--- src/hdl/mma_pkg.sv ---
// ----------------------------------------------------------------------------
// mma_pkg: shared types and constants for the matrix multiply-accumulate block
// Field widths, action codes, register indexes and the queue command record.
// ----------------------------------------------------------------------------
package mma_pkg;

   localparam int DEFAULT_MAX_DIM = 8;

   localparam int ACT_W     = 2;
   localparam int IDX_W     = 3;
   localparam int DIM_W     = 4;
   localparam int ELEM_W    = 16;
   localparam int PROD_W    = 2 * ELEM_W;
   localparam int ACC_W     = 48;
   localparam int CSR_IDX_W = 2;

   localparam int QUEUE_DEPTH = 2;

   // register indexes on the csr port
   localparam logic [CSR_IDX_W-1:0] REG_ROWS  = 2'd0;
   localparam logic [CSR_IDX_W-1:0] REG_COLS  = 2'd1;
   localparam logic [CSR_IDX_W-1:0] REG_INNER = 2'd2;

   typedef enum logic [ACT_W-1:0] {
      ACT_LOAD_A  = 2'd0,
      ACT_LOAD_B  = 2'd1,
      ACT_LOAD_C  = 2'd2,
      ACT_COMPUTE = 2'd3
   } action_type;

   typedef struct packed {
      logic [DIM_W-1:0] rows;
      logic [DIM_W-1:0] cols;
      logic [DIM_W-1:0] inner;
   } dims_type;

   typedef struct packed {
      action_type               act;
      logic [IDX_W-1:0]         row;
      logic [IDX_W-1:0]         col;
      logic signed [ELEM_W-1:0] elem;
      logic signed [ACC_W-1:0]  acc;
   } cmd_type;

endpackage

--- src/hdl/mma_fifo.sv ---
// ----------------------------------------------------------------------------
// mma_fifo: command queue between front and back
// Short register FIFO of decoded commands.
// ----------------------------------------------------------------------------
module mma_fifo (
   input  logic             clock,
   input  logic             reset,
   input  logic             push,
   input  mma_pkg::cmd_type push_cmd,
   output logic             full,
   input  logic             pop,
   output logic             not_empty,
   output mma_pkg::cmd_type head
);
   import mma_pkg::*;

   localparam int PTR_W = (QUEUE_DEPTH > 1) ? $clog2(QUEUE_DEPTH) : 1;
   localparam int CNT_W = $clog2(QUEUE_DEPTH + 1);

   cmd_type          q_ff [QUEUE_DEPTH];
   logic [PTR_W-1:0] wr_ptr_ff, wr_ptr_in;
   logic [PTR_W-1:0] rd_ptr_ff, rd_ptr_in;
   logic [CNT_W-1:0] count_ff, count_in;

   assign full      = (count_ff == CNT_W'(QUEUE_DEPTH));
   assign not_empty = (count_ff != '0);
   assign head      = q_ff[rd_ptr_ff];

   function automatic logic [PTR_W-1:0] next_ptr(input logic [PTR_W-1:0] p);
      next_ptr = (p == PTR_W'(QUEUE_DEPTH - 1)) ? '0 : p + PTR_W'(1);
   endfunction

   always_comb begin
      wr_ptr_in = push ? next_ptr(wr_ptr_ff) : wr_ptr_ff;
      rd_ptr_in = pop ? next_ptr(rd_ptr_ff) : rd_ptr_ff;
      count_in  = count_ff + CNT_W'(push) - CNT_W'(pop);
   end

   always_ff @(posedge clock) begin
      if (reset) begin
         wr_ptr_ff <= '0;
         rd_ptr_ff <= '0;
         count_ff  <= '0;
      end else begin
         wr_ptr_ff <= wr_ptr_in;
         rd_ptr_ff <= rd_ptr_in;
         count_ff  <= count_in;
      end
      if (push) begin
         q_ff[wr_ptr_ff] <= push_cmd;
      end
   end

endmodule

--- config.mk ---
export PLATFORM = sky130hd
export DESIGN_NAME = mma_fifo
export DESIGN_NICKNAME = d
export VERILOG_FILES = /design/src/hdl/mma_pkg.sv /design/src/hdl/mma_fifo.sv
export SDC_FILE = /design/constraint.sdc
export NUM_CORES = 1
export LEC_CHECK = 0
export BUFFER_PORTS_ARGS = -buffer_cell sky130_fd_sc_hd__buf_2
export CAP_MARGIN = 20
export CORE_MARGIN = 8
export CORE_UTILIZATION = 44
export CTS_CLUSTER_SIZE = 30
export DETAILED_ROUTE_END_ITERATION = 10
export HOLD_SLACK_MARGIN = 0.1
export MAX_ROUTING_LAYER = met4
export PLACE_DENSITY = 0.68
export SETUP_SLACK_MARGIN = 0.15
export SKIP_CTS_REPAIR_TIMING = 1
export SLEW_MARGIN = 25
export SYNTH_ARGS = -nofsm -noshare
export SYNTH_HDL_FRONTEND = slang
export SYNTH_SLANG_ARGS = --single-unit
--- constraint.sdc ---
create_clock -name clock -period 9.67 [get_ports clock]
set_input_delay 0.967 -clock clock [delete_from_list [all_inputs] [get_ports clock]]
set_output_delay 0.967 -clock clock [all_outputs]
set_load 0.005 [all_outputs]
After elaboration in Yosys (flattened, before gate mapping)
Memories as Yosys holds them, arrays and structs flattened. A register that Yosys moved wholly into a read port is not among the register bits.
Index checks and enable logic that the tools add are counted.
W data, S select, Z words.
- add/sub/neg operators: 4
- multiply operators: 0
- divide/modulo/power cells: 0
- $lt $le $gt $ge: 0
- eq/ne operators: 1
- shift operators: 0
- mux-type cells: 6
- bitwise operators: 0
- reductions and logical operators: 1
- operators with widths (cell ; count):
    $mux W1 ; 6
    $add A1 B1 Y1 const B ; 2
    $add A2 B1 Y2 ; 1
    $eq A2 B2 Y1 const B ; 1
    $reduce_bool A2 Y1 ; 1
    $sub A2 B1 Y2 ; 1
- register bits: 4
- bits in latches: 0
- RAM bits: 144
- memory bits (read-only): 0
- input port bits: 76
- output and inout bits: 74
- logic and storage cells: 16
- memories: 1
- memories (memory ; words ; width ; read ports ; clocked after Yosys merged registers in ; write ports ; line ; source):
    q_ff ; 2 ; 72 ; 1 ; 1 ; 1 ; mma_fifo.sv:20 ; cmd_type q_ff [QUEUE_DEPTH];

Longest topological paths before layout
- word-level depth: 4
- mapped depth: 6

Least setup slack after synthesis
No wires, ideal clock.
- kind: in2reg
- start point: input push
- end point: memory q_ff[0][0] in the netlist's numbering (enable)
- setup time: 0.511 ns
- data arrival time: 4.123 ns
- required time: 9.159 ns
- slack: 5.036 ns
- stages on the path: 1
- path buffers: 0
- cell sequence: nor2b_1
- longest elaborated chain between the ends: 2
- ends and longest elaborated chain (item ; line ; source):
    start: declaration ; mma_fifo.sv:8 ; input logic push,
    $mux W1 ; mma_fifo.sv:49 ; if (push) begin
    $mux W1 (not written as such) ; mma_fifo.sv:50 ; q_ff[wr_ptr_ff] <= push_cmd;
    end: declaration ; mma_fifo.sv:20 ;
No other way between the ends.

==> out/results.tsv <==
metric	value	unit
grt_pass1_vias	2900	
syn_to_final_growth	23.71	%
die_h	130.5	um
dp_hpwl	6736	um
period_share	0.3482	
whs	518.3	ps
gp_congestion	0.6649	
clkLatencyLatePin	410	ps
multi_input_area	0.001195	mm2
fin_tns_setup	0	ps
status	complete, no violations	
overflow	0	
synthesis.area	0.005768	mm2
endpoint	head[41]	
place_area	0.006611	mm2
crit_fanout	41	
wl	10000	um
worstSetupPathDepth	3	
layout_common_cells	buf_2, edfxtp_1, mux2_4, clkbuf_16, clkinv_2	
antenna_found_initial	0	
die_x	130.5	um
max_stage_delay	740	ps
nNetsFinal	485	
rows	42	
netlist_instances	245	
cp_slowest_cell	dfxtp_4	
avgSynthCellArea	23.54	um2
design.portCount	150	
grt_pass1_wl	14840	um
reg2reg_to	q_ff[0][67]	
fillerInstances	1072	
slew_headroom	0.3334	
crit_type	flop to output port	
final_common_cell	buf_2	
fmax	297.0	MHz
final_layout_size_suffix_gt1_frac	0.6024	
core	0.01303	mm2
numPortBuffers	149	
final_cell_area	0.007136	mm2
regArea	0.004428	mm2
r2r_setup_slack	7730	ps
drt_iter0_drc	193	
post-route-util	0.5475	
syn-num-nets	323	
viasPerCell	4.601	
crit_required	8700	ps
hold_viol	0	
hold_class	flop to flop	
cp_cell_sequence	buf_4 -> mux2_4 -> buf_2	
grt_use_total	0.1233	
clkTransAtPathRegs	50	ps
clock-sinks	149	
dr.pass1.iters	4	
maxCapViolCount	0	
r2r_start	wr_ptr_ff	
vias	2742	
critPathBufInv	2	
worst_ep_arrival_time	2400	ps
ys_ff_latch	149	
vdd_drop_max	0.1337	mV
worst_pin_slew	999.8	ps
die-area	0.01703	mm2
yosysSeqAreaShare	0.7670	
power_density	211.6	mW/mm2
maxSlewViolCount	0	
rsz0062_at_grt	no	
clockBufferDepth	2	
diodes	0	
r2r_cells	2	
ctsHtreeMaxLevel	4	
critPathTopFamily	buffers and inverters	
antenna_left	0	
ys_types	14	
start_kind	flop	
fin_crit	3367	ps
p_leak	0.002851	uW
clockRootBuffer	clkbuf_16	
cts_buffers	17	
worstSetupEndpointType	output port	
finClkSkew	5.897	ps
routedWlPerCell	16.78	um
tritoncts	done	
ys_warn_count	0	
start_util	0.4426	
grt_max_degree	73	
drcViolationCount	0	
setup_viol	0	
==> worst min-delay path by stage <==
stage | start | to | slack (ps) | cells past startpoint
6_report | rd_ptr_ff | rd_ptr_ff | 520 | 2
4_1_cts | rd_ptr_ff | rd_ptr_ff | 520 | 2
3_3_place_gp | rd_ptr_ff | flop | 490 | 2
2_1_floorplan | rd_ptr_ff | flop | 480 | 2
3_5_place_dp | rd_ptr_ff | flop | 510 | 2
5_1_grt | rd_ptr_ff | flop | 570 | 2
==> flip-flops by register name, summed over array words and instances, names as in the netlist, named ones only <==
name       count
count_ff       2
rd_ptr_ff      1
q_ff         144
wr_ptr_ff      1
==> synth_stat cells, drive strengths merged <==
library cell | count | area, um2
buf | 8 | 151.4
nor2 | 4 | 15.01
xnor3 | 1 | 22.52
or2 | 1 | 6.260
nor2b | 3 | 18.77
and2 | 1 | 6.260
inv | 2 | 7.510
edfxtp | 144 | 4324
dfxtp | 5 | 100.1
xnor2 | 2 | 17.52
mux2 | 72 | 1074
ha | 2 | 25.02
==> final cells by class <==
type	instances	share of cell area
multi-input combinational	86	0.1675
sequential	149	0.6206
clock inverter	13	0.01280
tap	176	0.03086
timing repair buffer	151	0.1066
clock buffer	19	0.06067
inverter	2	0.001052
==> through the flow <==
step / power (uW) / worst slack [ps] / cells
CTS: 1531 / 6256 / 596
detailed placement: 952.6 / 6705 / 564
global placement: 947.4 / 6724 / 564
finish: 1510 / 6303 / 596
global route: 1571 / 6178 / 596
floorplan: 891.4 / 5036 / 245
==> logic make-up (layout without fill, tap and decap cells) <==
logic type	Yosys count	count (layout)	synth area share
multiplexers	72	72	0.1861
flip-flops	149	149	0.7670
AND/OR/NAND/NOR	9	9	0.008027
XOR/XNOR	3	3	0.006942
adder cells (fa/ha/maj)	2	2	0.004338
buffers and inverters	10	185	0.02755
==> routing by layer <==
layer	GRT usage	wire (um)
met3	0.04505	752
met1	0.1341	4052
met4	0.05874	167
met2	0.1982	5026
met5	-	0
==> report_power, final <==
part | switching, uW | internal (uW) | total (uW)
clock | 229 | 346 | 576
combinational | 67.7 | 94.2 | 162
sequential | 17.6 | 755 | 772
==> worst register-to-register path: cells and delay by family (launching register included) <==
kind          cells  cell delay (ps)
flops             1              350
buf+inv           1              720
simple gates      1              470
Note: power is estimated with default switching activity, not from simulation.
