===== src/hdl/mma_pkg.sv =====
// ----------------------------------------------------------------------------
// mma_pkg: shared types and constants for the matrix multiply-accumulate block
// Field widths, action codes, register indexes and the queue command record.
// ----------------------------------------------------------------------------
package mma_pkg;

   localparam int DEFAULT_MAX_DIM = 8;

   localparam int ACT_W     = 2;
   localparam int IDX_W     = 3;
   localparam int DIM_W     = 4;
   localparam int ELEM_W    = 16;
   localparam int PROD_W    = 2 * ELEM_W;
   localparam int ACC_W     = 48;
   localparam int CSR_IDX_W = 2;

   localparam int QUEUE_DEPTH = 2;

   // register indexes on the csr port
   localparam logic [CSR_IDX_W-1:0] REG_ROWS  = 2'd0;
   localparam logic [CSR_IDX_W-1:0] REG_COLS  = 2'd1;
   localparam logic [CSR_IDX_W-1:0] REG_INNER = 2'd2;

   typedef enum logic [ACT_W-1:0] {
      ACT_LOAD_A  = 2'd0,
      ACT_LOAD_B  = 2'd1,
      ACT_LOAD_C  = 2'd2,
      ACT_COMPUTE = 2'd3
   } action_type;

   typedef struct packed {
      logic [DIM_W-1:0] rows;
      logic [DIM_W-1:0] cols;
      logic [DIM_W-1:0] inner;
   } dims_type;

   typedef struct packed {
      action_type               act;
      logic [IDX_W-1:0]         row;
      logic [IDX_W-1:0]         col;
      logic signed [ELEM_W-1:0] elem;
      logic signed [ACC_W-1:0]  acc;
   } cmd_type;

endpackage


===== src/hdl/mma_front.sv =====
// ----------------------------------------------------------------------------
// mma_front: accept side of the matrix multiply-accumulate block
// Holds the dimension registers, range-checks loads and queues commands.
// ----------------------------------------------------------------------------
module mma_front #(
   parameter int MAX_DIM = mma_pkg::DEFAULT_MAX_DIM
) (
   input  logic                                  clock,
   input  logic                                  reset,
   input  logic                                  csr_valid,
   output logic                                  csr_ready,
   input  logic [mma_pkg::CSR_IDX_W-1:0]         csr_index,
   input  logic [mma_pkg::DIM_W-1:0]             csr_wdata,
   input  logic                                  req_valid,
   output logic                                  req_ready,
   input  logic [mma_pkg::ACT_W-1:0]             req_action,
   input  logic [mma_pkg::IDX_W-1:0]             req_row_index,
   input  logic [mma_pkg::IDX_W-1:0]             req_col_index,
   input  logic signed [mma_pkg::ELEM_W-1:0]     req_element_value,
   input  logic signed [mma_pkg::ACC_W-1:0]      req_acc_value,
   output mma_pkg::dims_type                     dims,
   output logic                                  push,
   output mma_pkg::cmd_type                      push_cmd,
   input  logic                                  q_full
);
   import mma_pkg::*;

   dims_type         dims_ff, dims_in;
   logic [DIM_W-1:0] wdata_clamped;
   logic [DIM_W-1:0] row_ext, col_ext;
   action_type       act;
   logic             keep;

   // zero reads as one, anything above the array size as the array size
   always_comb begin
      if (csr_wdata == '0) begin
         wdata_clamped = DIM_W'(1);
      end else if (csr_wdata > DIM_W'(MAX_DIM)) begin
         wdata_clamped = DIM_W'(MAX_DIM);
      end else begin
         wdata_clamped = csr_wdata;
      end
   end

   always_comb begin
      dims_in = dims_ff;
      if (csr_valid) begin
         unique case (csr_index)
            REG_ROWS:  dims_in.rows  = wdata_clamped;
            REG_COLS:  dims_in.cols  = wdata_clamped;
            REG_INNER: dims_in.inner = wdata_clamped;
            default:   dims_in = dims_ff;
         endcase
      end
   end

   always_ff @(posedge clock) begin
      if (reset) begin
         dims_ff.rows  <= DIM_W'(MAX_DIM);
         dims_ff.cols  <= DIM_W'(MAX_DIM);
         dims_ff.inner <= DIM_W'(MAX_DIM);
      end else begin
         dims_ff <= dims_in;
      end
   end

   assign csr_ready = 1'b1;
   assign dims      = dims_ff;

   assign act     = action_type'(req_action);
   assign row_ext = {1'b0, req_row_index};
   assign col_ext = {1'b0, req_col_index};

   // out-of-range loads are swallowed here and never reach the queue
   always_comb begin
      unique case (act)
         ACT_LOAD_A:  keep = (row_ext < dims_ff.rows)  && (col_ext < dims_ff.inner);
         ACT_LOAD_B:  keep = (row_ext < dims_ff.inner) && (col_ext < dims_ff.cols);
         ACT_LOAD_C:  keep = (row_ext < dims_ff.rows)  && (col_ext < dims_ff.cols);
         ACT_COMPUTE: keep = 1'b1;
         default:     keep = 1'b0;
      endcase
   end

   assign req_ready = !q_full;
   assign push      = req_valid && !q_full && keep;

   always_comb begin
      push_cmd.act  = act;
      push_cmd.row  = req_row_index;
      push_cmd.col  = req_col_index;
      push_cmd.elem = req_element_value;
      push_cmd.acc  = req_acc_value;
   end

endmodule


===== config.mk =====
export PLATFORM = sky130hd
export DESIGN_NAME = mma_front
export DESIGN_NICKNAME = d
export VERILOG_FILES = /design/src/hdl/mma_pkg.sv /design/src/hdl/mma_front.sv
export SDC_FILE = /design/constraint.sdc
export NUM_CORES = 1
export LEC_CHECK = 0
export ABC_AREA = 1
export BUFFER_PORTS_ARGS = -buffer_cell sky130_fd_sc_hd__buf_2
export CAP_MARGIN = 5
export CORE_MARGIN = 2
export CORE_UTILIZATION = 29
export DETAILED_ROUTE_END_ITERATION = 8
export GPL_ROUTABILITY_DRIVEN = 0
export PLACE_DENSITY_LB_ADDON = 0.1
export SYNTH_ARGS = -nofsm -noshare
export SYNTH_HDL_FRONTEND = slang
export SYNTH_SLANG_ARGS = --single-unit
export TNS_END_PERCENT = 30

===== constraint.sdc =====
create_clock -name clock -period 1.17 [get_ports clock]
set_input_delay 0.117 -clock clock [delete_from_list [all_inputs] [get_ports clock]]
set_output_delay 0.117 -clock clock [all_outputs]
set_load 0.005 [all_outputs]

* Word level (Yosys, flattened, before mapping)
Cells that the tools add are included.
** Word-level totals
- Logic and storage cells :: 28
- Register bits :: 12
** Cells by class
- $lt $le $gt $ge :: 5
- Eq/ne operators :: 5
- Muxes and demuxes :: 3
- Reduce and logical (&&, ||, !) cells :: 12
** Operators with widths (number)
- 3-bit by 4-bit < comparator with 1-bit output :: 4
- 4-bit two-way mux :: 2
- 2-bit equality test, second input constant :: 3
- 2-bit AND reduction :: 3
- 1-bit logical AND :: 5
- 2-bit by 1-bit equality test with 1-bit output, second input constant :: 2
- 4-bit > comparator, second input constant :: 1
- 2-bit zero test :: 2
- 4-bit zero test :: 1
- 1-bit one-hot mux with 4 select lines :: 1
- 1-bit zero test :: 1

* Depth between registers and ports, before layout
Gate-level depths: netlist of run 1.
- Depth after elaboration :: 4
- Gate-level depth with buffers :: 11

* Worst setup path after synthesis of run 1
No wires, ideal clock.
- Path kind :: register to output
- Start point :: reg dims_ff (netlist bit dims[5])
- End point :: out push
- Arrival time :: 1127 ps
- Cell stages (with the launch flop) :: 10
- Setup slack :: -74 ps
- Buffers on the path :: 0
- Path through :: dfxtp_1 -> inv_1 -> ha_1 -> nand2_1 -> nand2_1 -> nand2_1 -> nand2_1 -> a21oi_1 -> nand2_1 -> nor2_1
** On the way
- Longest elaborated chain between the ends :: 4
- Elaborated cells on any way between the ends :: 5
- Classes of those cells :: 1 x order compare; 1 x mux; 3 x reduce/logical
** Ends and longest elaborated chain
- start: declaration :: RTL line mma_front.sv:28 : dims_type dims_ff, dims_in;
- start signal: assignment :: RTL line mma_front.sv:63 : dims_ff <= dims_in;
- 3-bit by 4-bit < comparator with 1-bit output (*) :: RTL line mma_front.sv:78, mma_front.sv:79
- 1-bit logical AND, on equally long branches :: RTL line mma_front.sv:79, mma_front.sv:78
- 1-bit one-hot mux with 4 select lines (*) :: RTL line mma_front.sv:76 : unique case (act)
- 1-bit logical AND (*) :: RTL line mma_front.sv:86 : assign push = req_valid && !q_full && keep;
- end: declaration :: RTL line mma_front.sv:22 : output logic push,
Mark *: on every way between the ends. The rest lies on a longest branch, timed or not.

* Worst setup path after layout of run 1
- Start point :: reg dims_ff (netlist bit dims[6])
- End point :: out push
Same word-level chain as after synthesis.

==> summary.txt, run 1 <==
Synth
  • Cells after Synth: 194
  • Yosys reg bits: 12
  • Mean post-synth cell area: 6.96 sq um
  • Syn Nets: ~290
  • Synth cell types: 19
  • Yosys Warn Count: 0
  • Cell Area, Synth: between 0.001 and 0.0015 sq mm
  • Sequential share of the synthesized area: 17.8%

Floorplan
  • IO Pins: 170
  • Full die area: between 0.005 and 0.006 sq mm
  • Initial Util: 30.6%
  • Core ar.: 0.00441 sq mm
  • Num rows: 24
  • Die H: just over 70 um
  • Die W: 72.2 um

CTS
  • Clock Sinks: 12
  • Later-pin clock latency in the skew report: 0.24 ns
  • CTS tree: done
  • Clock Root Buffer: clkbuf_8
  • Htree depth: 1
  • Worst-path clk slew: roughly 0.05 ns
  • CTS Buffer Depth: 2
  • Hold-fix buffers, CTS: 0
  • Num CTS Buffers: 3

Placement
  • Post-DP HPWL: 2.54 mm
  • PortBufs: 40
  • Dpl cell area: ~0.0012 sq mm

Drt
  • Met1 WL: 1.14 mm
  • Drc violations: 0
  • DR pass1 iterations: 4
  • Final wirelength: 2.97 mm
  • Average routed wire per standard cell: 13.0 um
  • Met3 routed WL: between 300 and 400 um
  • Remaining antenna violation count: 0
  • Met2 wire len: 1.26 mm
  • Vias/cell: ~4.3
  • DRT iter0 DRCs: 12
  • Highest routed layer: met4
  • Via count: 982

Timing
  • F_max: ~640 MHz
  • Setup violations, final: 1
  • Post-route clock period utilization: 133%
  • Final worst slack: -0.387 ns
  • Final Max Slew Viols: 0
  • Clock skew: 0 ns
  • Final hold viol count: 0
  • Unrepaired setup endpoints after global routing: true
  • Post-route minimum period: 1.56 ns

Power
  • Logic pwr share: 24.6%
  • Peak supply drop: 0.000372 V
  • Pwr per Cell Area: between 900 and 1000 mW/mm^2
  • Clock share of power: 37.8%
  • Leakage Power: ~0.69 nW
  • Internal power: 0.869 mW
  • Sw frac: 27.1%
  • NetSw: between 0.3 and 0.4 mW
  • Power after layout: 1.19 mW
  • Flop pwr share: 37.6%

Layout
  • Final Core Density: 29.1%
  • Layout cell share with drive strength beyond 1: 50.3%
  • Final net count: 269
  • Ant. Diodes: 0
  • Post-Layout Inst Area: 0.00129 sq mm
  • Area Overhead vs Synth: -4.73%
  • Max reg flops: 12

Run status
  • Outcome: finished with violations
  • Failing checks: setup timing

Setup path
  • Worst Setup Path Type: reg -> out
  • Required time worst endpoint: 1.05 ns
  • CP max stage cell: dfxtp_2
  • Crit path max fanout: 2
  • Worst Setup Start Kind: flip-flop
  • Endpoint class of the critical path: output port
  • CP max stage delay: 0.33 ns
  • Critical path cell sequence: inv_2 -> ha_4 -> inv_2 -> nor2_2 -> nand2_1 -> nand2_2 -> inv_2 -> nand2_2 -> nand2_1 -> nand2_1 -> nor2_1 -> buf_2
  • WP data arrival: 1.44 ns

Global route
  • Vias in the first global route: 920
  • Total grt overflow: 0
  • Largest net degree at the start of global routing: 13
  • Antenna violations before repair: 0
  • Global-route wire length before repair: between 4 and 5 mm
  • Gr usage total: 11.1%

Min path
  • HP Class: in -> reg

Flow run
  • Total of max-cap violations: 0
## power by group through the flow
| stage | Sequential, mW | Clock [mW] | Combinational [mW] |
|---|---|---|---|
| floorplan | 0.457 | 0 | 0.328 |
| CTS | 0.448 | 0.460 | 0.288 |
| global route | 0.452 | 0.485 | 0.338 |
| global placement | 0.455 | 0 | 0.272 |
| detailed placement | 0.455 | 0 | 0.274 |
| finish | 0.449 | 0.451 | 0.293 |
## cell type report
type / instances / area (sq um)
fillers: 497 / 3130
well taps: 52 / 65.1
repair buffers: 53 / 298
clock buffers: 4 / 55.1
inverters: 32 / 120
multi-input cells: 76 / 502
flip-flops and latches: 12 / 246
## cell usage after synthesis (all sizes together)
master,number,share of area [%]
nand3,1,0.74
dfxtp,12,18
ha,8,7.4
o211ai,3,2.0
conb,1,0.28
inv,32,8.9
o21ai,11,4.6
nor2,12,3.5
nor3,2,1.6
buf,74,41
a21oi,13,4.8
nand2,25,7.1
## critical path, delay by kind of cell, from the launching register on
kind	cells	cell delay, ns
flops	1	0.33
fa+ha+maj	1	0.25
buf+inv	4	0.23
simple gates	7	0.40
## logic make-up (layout without fill, tap and decap cells)
group,after synthesis,in the layout,synth area share (%)
AO/OA/AOI/OAI,27,27,11.5
adder cells (fa/ha/maj),8,8,7.41
buffers and inverters,106,89,50.0
flip-flops,12,12,17.8
other,1,1,0.278
AND/OR/NAND/NOR,40,40,13.0
## timing repair
action                     4_1_cts  5_1_grt
setup endpoints to repair        1        1
gates resized for setup          8        9
buffers inserted                 0        1
pin swaps                        5        9
## per-stage QoR
step | TNS [ns] | worst slack (ns) | instances | hold slack, ns
floorplan | -0.0523 | -0.0523 | 194 | 0.268
global placement | -0.181 | -0.181 | 224 | 0.234
detailed placement | -0.184 | -0.184 | 224 | 0.234
CTS | -0.420 | -0.420 | 228 | 0.221
global route | -0.500 | -0.500 | 229 | 0.234
finish | -0.387 | -0.387 | 229 | 0.222
## cell usage in the layout (no fill, tap or decap)
cell type  count
ha_1           4
conb_1         1
buf_2         40
nor3_4         1
nand3_2        1
nor2_1        10
dfxtp_1        7
dfxtp_2        5
o211ai_1       2
o21ai_1        5
clkbuf_8       4
o21ai_0        4
a21oi_2        2
nor3_1         1
inv_1         22
inv_2         10
nand2_1       21
o211ai_2       1
nand2_2        4
buf_4         13
ha_4           4
o21ai_2        2
nor2_2         2
a21oi_1       11
## final timing paths
check        startpoint        to  slack (ns)  depth (start not counted)
max             dims[6]      push       -0.39                         12
min           csr_valid   dims[6]        0.22                          3
max reg2reg     dims[6]   dims[6]        0.38                          4
min reg2reg    dims[11]  dims[11]        0.54                          2
## routing by layer
metal  vias up  track usage [%]
li1        485                -
met1       399             12.9
met2        62             15.5
met3        36             4.44
met4         0             9.85
met5         -                0
No activity file was read; power rests on OpenSTA's default activity.
==> run 2: changes to the inputs <==
- PLACE_DENSITY: default -> 0.84
- PLACE_DENSITY_LB_ADDON: 0.1 -> default
==> summary.txt, run 2 (synthesized netlist as in run 1, its figures left out) <==
Drt
  • Drc violations: 0 (unchanged)
  • DRT iter0 DRCs: 28 (was 12)
  • Vias/cell: 4.30 (was 4.29)
  • Average routed wire per standard cell: 12.7 um (was 13.0 um)
  • Final wirelength: 2.92 mm (was 2.97 mm)
  • Via count: 985 (was 982)
  • Remaining antenna violation count: 0 (unchanged)
  • DR pass1 iterations: 4 (unchanged)

Global route
  • Largest net degree at the start of global routing: 13 (unchanged)
  • Total grt overflow: 0 (unchanged)
  • Vias in the first global route: 934 (was 920)
  • Global-route wire length before repair: 4.54 mm (was 4.53 mm)
  • Gr usage total: 11.3% (was 11.1%)
  • Antenna violations before repair: 0 (unchanged)

CTS
  • Num CTS Buffers: 3 (unchanged)
  • Worst-path clk slew: 0.05 ns (about the same)
  • Hold-fix buffers, CTS: 0 (unchanged)
  • CTS Buffer Depth: 2 (unchanged)
  • Clock Sinks: 12 (unchanged)
  • Clock Root Buffer: clkbuf_8 (unchanged)
  • Later-pin clock latency in the skew report: 0.24 ns (about the same)
  • CTS tree: done (unchanged)
  • Htree depth: 1 (unchanged)

Power
  • Logic pwr share: 24.9% (was 24.6%)
  • NetSw: 0.318 mW (was 0.323 mW)
  • Peak supply drop: 0.000444 V (was 0.000372 V)
  • Leakage Power: 0.691 nW (was 0.693 nW)
  • Pwr per Cell Area: 929 mW/mm^2 (was 927 mW/mm^2)
  • Internal power: 0.870 mW (was 0.869 mW)
  • Flop pwr share: 37.7% (was 37.6%)
  • Power after layout: 1.19 mW (about the same)
  • Clock share of power: 37.4% (was 37.8%)
  • Sw frac: 26.8% (was 27.1%)

Timing
  • Post-route clock period utilization: 134% (was 133%)
  • Post-route minimum period: 1.57 ns (was 1.56 ns)
  • Unrepaired setup endpoints after global routing: true (unchanged)
  • Post-route setup TNS: -0.404 ns (was -0.387 ns)
  • Final worst slack: -0.404 ns (was -0.387 ns)
  • F_max: 636 MHz (was 642 MHz)
  • Final Max Slew Viols: 0 (unchanged)
  • Final hold viol count: 0 (unchanged)
  • Setup violations, final: 1 (unchanged)
  • Clock skew: 0 ns (unchanged)

Floorplan
  • Initial Util: 30.6% (unchanged)
  • IO Pins: 170 (unchanged)
  • Num rows: 24 (unchanged)
  • Full die area: 0.00522 sq mm (unchanged)
  • Core ar.: 0.00441 sq mm (unchanged)
  • Die H: 72.2 um (unchanged)
  • Die W: 72.2 um (unchanged)

Layout
  • Most frequent cells in the layout: 40 x buf_2, 22 x inv_1, 21 x nand2_1 (unchanged)
  • Layout cell share with drive strength beyond 1: 50.3% (unchanged)
  • Final Core Density: 29.0% (was 29.1%)
  • Most common cell after layout, fill and taps aside: buf_2 (unchanged)
  • Ant. Diodes: 0 (unchanged)
  • Area Overhead vs Synth: -5.28% (was -4.73%)
  • Max reg flops: 12 (unchanged)
  • Final net count: 269 (unchanged)
  • Post-Layout Inst Area: 0.00128 sq mm (was 0.00129 sq mm)

Setup path
  • Worst Setup Path Type: reg -> out (unchanged)
  • Crit path max fanout: 2 (unchanged)
  • Critical path cell sequence: inv_2 -> ha_1 -> inv_1 -> nor2_1 -> a21oi_2 -> nand2_2 -> nand2_1 -> nand2_1 -> nor2_1 -> buf_2 (was inv_2 -> ha_4 -> inv_2 -> nor2_2 -> nand2_1 -> nand2_2 -> inv_2 -> nand2_2 -> nand2_1 -> nand2_1 -> nor2_1 -> buf_2)
  • WP data arrival: 1.46 ns (was 1.44 ns)
  • CP max stage delay: 0.32 ns (was 0.33 ns)
  • CP max stage cell: dfxtp_2 (unchanged)
  • Worst Setup Start Kind: flip-flop (unchanged)
  • Required time worst endpoint: 1.05 ns (about the same)
  • Endpoint class of the critical path: output port (unchanged)

Placement
  • Post-DP HPWL: 2.55 mm (was 2.54 mm)
  • Dpl cell area: 0.00115 sq mm (unchanged)
  • Setup WS pre-CTS: -0.212 ns (was -0.184 ns)
  • PortBufs: 40 (unchanged)

Min path
  • HP Class: in -> out (was in -> reg)

Flow run
  • Total of max-cap violations: 0 (unchanged)

Run status
  • Outcome: finished with violations (unchanged)
  • Failing checks: setup timing (unchanged)
run 2: changes by cell type in the layout (fill, tap and decap cells not counted):
| cell | before | now |
|---|---|---|
| ha_4 | 4 | 3 |
| nor2_2 | 2 | 1 |
| ha_1 | 4 | 5 |
| a21oi_1 | 11 | 9 |
| a21oi_2 | 2 | 4 |
| nor2_1 | 10 | 11 |
run 2: per-layer routing:
layer / track usage [%] / share of wire, %
met5: 0 / 0
met4: 8.81 / 5.0
met3: 3.33 / 10
met2: 20.2 / 52
met1: 10.8 / 33
run 2: timing repair:
item,CTS,global route
pin swaps,10,6
gates resized for setup,11,6
gates cloned,0,0
setup endpoints to repair,1,1
setup buffers,0,1
run 2: critical path, delay by kind of cell, from the launching register on:
family                   cells  cell delay (ns)
AO/OA/AOI/OAI                1             0.13
adder cells (fa/ha/maj)      1             0.26
buffers and inverters        3             0.21
flip-flops                   1             0.32
AND/OR/NAND/NOR              5             0.30
run 2: path summary, 6_finish.rpt:
check,start,end,slack (ns),cells past startpoint
max,dims[2],push,-0.40,10
min reg2reg,dims[7],dims[7],0.53,2
max reg2reg,dims[6],dims[6],0.39,4
min,req_acc_value[12],push_cmd[12],0.23,0
run 2: layout make-up:
class	instances	area, sq um
multi-input combinational	76	494
inverter	32	120
tap	52	65.1
timing repair buffer	53	298
sequential	12	246
fill	485	3140
clock buffer	4	55.1
run 2: through the flow:
stage | hold WS [ns] | std cells
floorplan | 0.268 | 194
global placement | 0.234 | 224
detailed placement | 0.234 | 224
CTS | 0.230 | 228
global route | 0.234 | 229
finish | 0.234 | 229
run 2: power groups by stage:
stage	registers, mW	logic (mW)	clock network [mW]
2_1_floorplan	0.457	0.328	0
3_5_place_dp	0.455	0.277	0
4_1_cts	0.448	0.293	0.454
5_1_grt	0.451	0.340	0.474
6_report	0.448	0.296	0.444
3_3_place_gp	0.454	0.268	0
==> run 3: changes to the inputs <==
- MAX_ROUTING_LAYER: default -> met4
==> summary.txt, run 3 (synthesized netlist as in run 1, its figures left out) <==
Drt
  • DRT iter0 DRCs: 28 (unchanged)
  • Via count: 985 (unchanged)
  • DR pass1 iterations: 4 (unchanged)
  • Drc violations: 0 (unchanged)
  • Average routed wire per standard cell: 12.7 um (unchanged)
  • Remaining antenna violation count: 0 (unchanged)
  • Final wirelength: 2.92 mm (unchanged)
  • Vias/cell: 4.30 (unchanged)

Power
  • Power after layout: 1.19 mW (about the same)
  • Leakage Power: 0.691 nW (unchanged)
  • Peak supply drop: 0.000443 V (was 0.000444 V)
  • Pwr per Cell Area: 929 mW/mm^2 (about the same)

Setup path
  • Critical path depth: 10 (unchanged)
  • CP max stage cell: dfxtp_2 (unchanged)
  • Cells on worst reg2reg path: 4 (unchanged)
  • CP max stage delay: 0.32 ns (about the same)
  • Endpoint class of the critical path: output port (unchanged)
  • Worst Setup Start Kind: flip-flop (unchanged)
  • Critical R2R Launch: dims[6] (unchanged)
  • Crit path max fanout: 2 (unchanged)
  • Worst Setup Path Type: reg -> out (unchanged)
  • Worst R2R End: dims[6] (unchanged)
  • Worst reg2reg setup slack: 0.39 ns (about the same)
  • Worst Path Buf+Inv: 3 (unchanged)
  • Delay-heaviest family, CP: flip-flops (unchanged)
  • Launch point of the worst path: dims[2] (unchanged)
  • WP data arrival: 1.46 ns (about the same)
  • Required time worst endpoint: 1.05 ns (about the same)
  • Critical path cell sequence: inv_2 -> ha_1 -> inv_1 -> nor2_1 -> a21oi_2 -> nand2_2 -> nand2_1 -> nand2_1 -> nor2_1 -> buf_2 (unchanged)

Global route
  • Gr usage total: 11.7% (was 11.3%)
  • Total grt overflow: 0 (unchanged)
  • Vias in the first global route: 935 (was 934)
  • Largest net degree at the start of global routing: 13 (unchanged)
  • Global-route wire length before repair: 4.53 mm (was 4.54 mm)
  • Antenna violations before repair: 0 (unchanged)

Timing
  • Setup violations, final: 1 (unchanged)
  • Post-route clock period utilization: 134% (about the same)
  • Post-route minimum period: 1.57 ns (about the same)
  • Final hold viol count: 0 (unchanged)
  • Unrepaired setup endpoints after global routing: true (unchanged)
  • Clock skew: 0 ns (unchanged)
  • Post-route setup TNS: -0.403 ns (was -0.404 ns)
  • F_max: 636 MHz (about the same)
  • Final Max Slew Viols: 0 (unchanged)
  • Final worst slack: -0.403 ns (was -0.404 ns)

Floorplan
  • Core ar.: 0.00441 sq mm (unchanged)
  • Full die area: 0.00522 sq mm (unchanged)
  • Num rows: 24 (unchanged)
  • Initial Util: 30.6% (unchanged)
  • Die W: 72.2 um (unchanged)
  • IO Pins: 170 (unchanged)
  • Die H: 72.2 um (unchanged)

Run status
  • Failing checks: setup timing (unchanged)
  • Outcome: finished with violations (unchanged)

Layout
  • Most common cell after layout, fill and taps aside: buf_2 (unchanged)
  • Area Overhead vs Synth: -5.28% (unchanged)
  • Post-Layout Cell Count: 229 (unchanged)
  • Final net count: 269 (unchanged)
  • Ant. Diodes: 0 (unchanged)
  • Most frequent cells in the layout: 40 x buf_2, 22 x inv_1, 21 x nand2_1 (unchanged)
  • Layout cell share with drive strength beyond 1: 50.3% (unchanged)
  • Max reg flops: 12 (unchanged)

CTS
  • Clock Root Buffer: clkbuf_8 (unchanged)
  • CTS Buffer Depth: 2 (unchanged)
  • CTS tree: done (unchanged)
  • Htree depth: 1 (unchanged)
  • Clock Sinks: 12 (unchanged)
  • Later-pin clock latency in the skew report: 0.24 ns (about the same)
  • Worst-path clk slew: 0.05 ns (about the same)
  • Num CTS Buffers: 3 (unchanged)

Flow run
  • Total of max-cap violations: 0 (unchanged)

Min path
  • Hold endpoint: push_cmd[12] (unchanged)
  • Hold depth: 0 (unchanged)
  • HP Class: in -> out (unchanged)
  • Hold Startpoint: req_acc_value[12] (unchanged)

Placement
  • Cell total after placement: 224 (unchanged)
  • Post-DP HPWL: 2.55 mm (unchanged)
  • PortBufs: 40 (unchanged)
## run 3: cell counts in the layout (fill, tap and decap cells not counted)
Identical to the previous run, type by type.
## run 3: what timing repair did
action | 4_1_cts | 5_1_grt
endpoints found under the setup margin | 1 | 1
gates cloned | 0 | 0
hold buffers | 0 | 0
pin swaps | 10 | 6
buffers inserted | 0 | 1
gates resized for setup | 11 | 6
## run 3: cell type report
cell class | count | area (sq um)
Fill cell | 485 | 3140
Multi-Input combinational cell | 76 | 494
Timing Repair Buffer | 53 | 298
Sequential cell | 12 | 246
Inverter | 32 | 120
Tap cell | 52 | 65.1
Clock buffer | 4 | 55.1
## run 3: metal layers
metal | vias up | track usage [%] | wire, um
met5 | - | - | 0
met4 | 0 | 8.81 | 148
met3 | 24 | 3.33 | 293
met2 | 49 | 20.2 | 1510
met1 | 425 | 10.8 | 971
li1 | 487 | - | -
## run 3: how the worst max path moves through the flow
stage / endpoint / slack, ns
2_1_floorplan: push / -0.05
3_3_place_gp: push / -0.15
3_5_place_dp: push / -0.21
4_1_cts: push / -0.43
5_1_grt: push / -0.54
6_report: push / -0.40
## run 3: per-stage QoR
stage / hold WS (ns) / setup WS (ns) / utilization, % / instance area, sq um
finish: 0.234 / -0.403 / 29.0 / 1280
global route: 0.234 / -0.538 / 29.0 / 1280
CTS: 0.230 / -0.426 / 28.5 / 1260
detailed placement: 0.234 / -0.212 / 26.1 / 1150
global placement: 0.234 / -0.148 / 26.1 / 1150
floorplan: 0.268 / -0.0523 / - / 1350
## run 3: power by group
group / switching (mW) / leakage (nW) / internal (mW)
clock: 0.147 / 0.0288 / 0.297
sequential: 0.0157 / 0.100 / 0.432
combinational: 0.155 / 0.562 / 0.141
total: 0.318 / 0.691 / 0.870
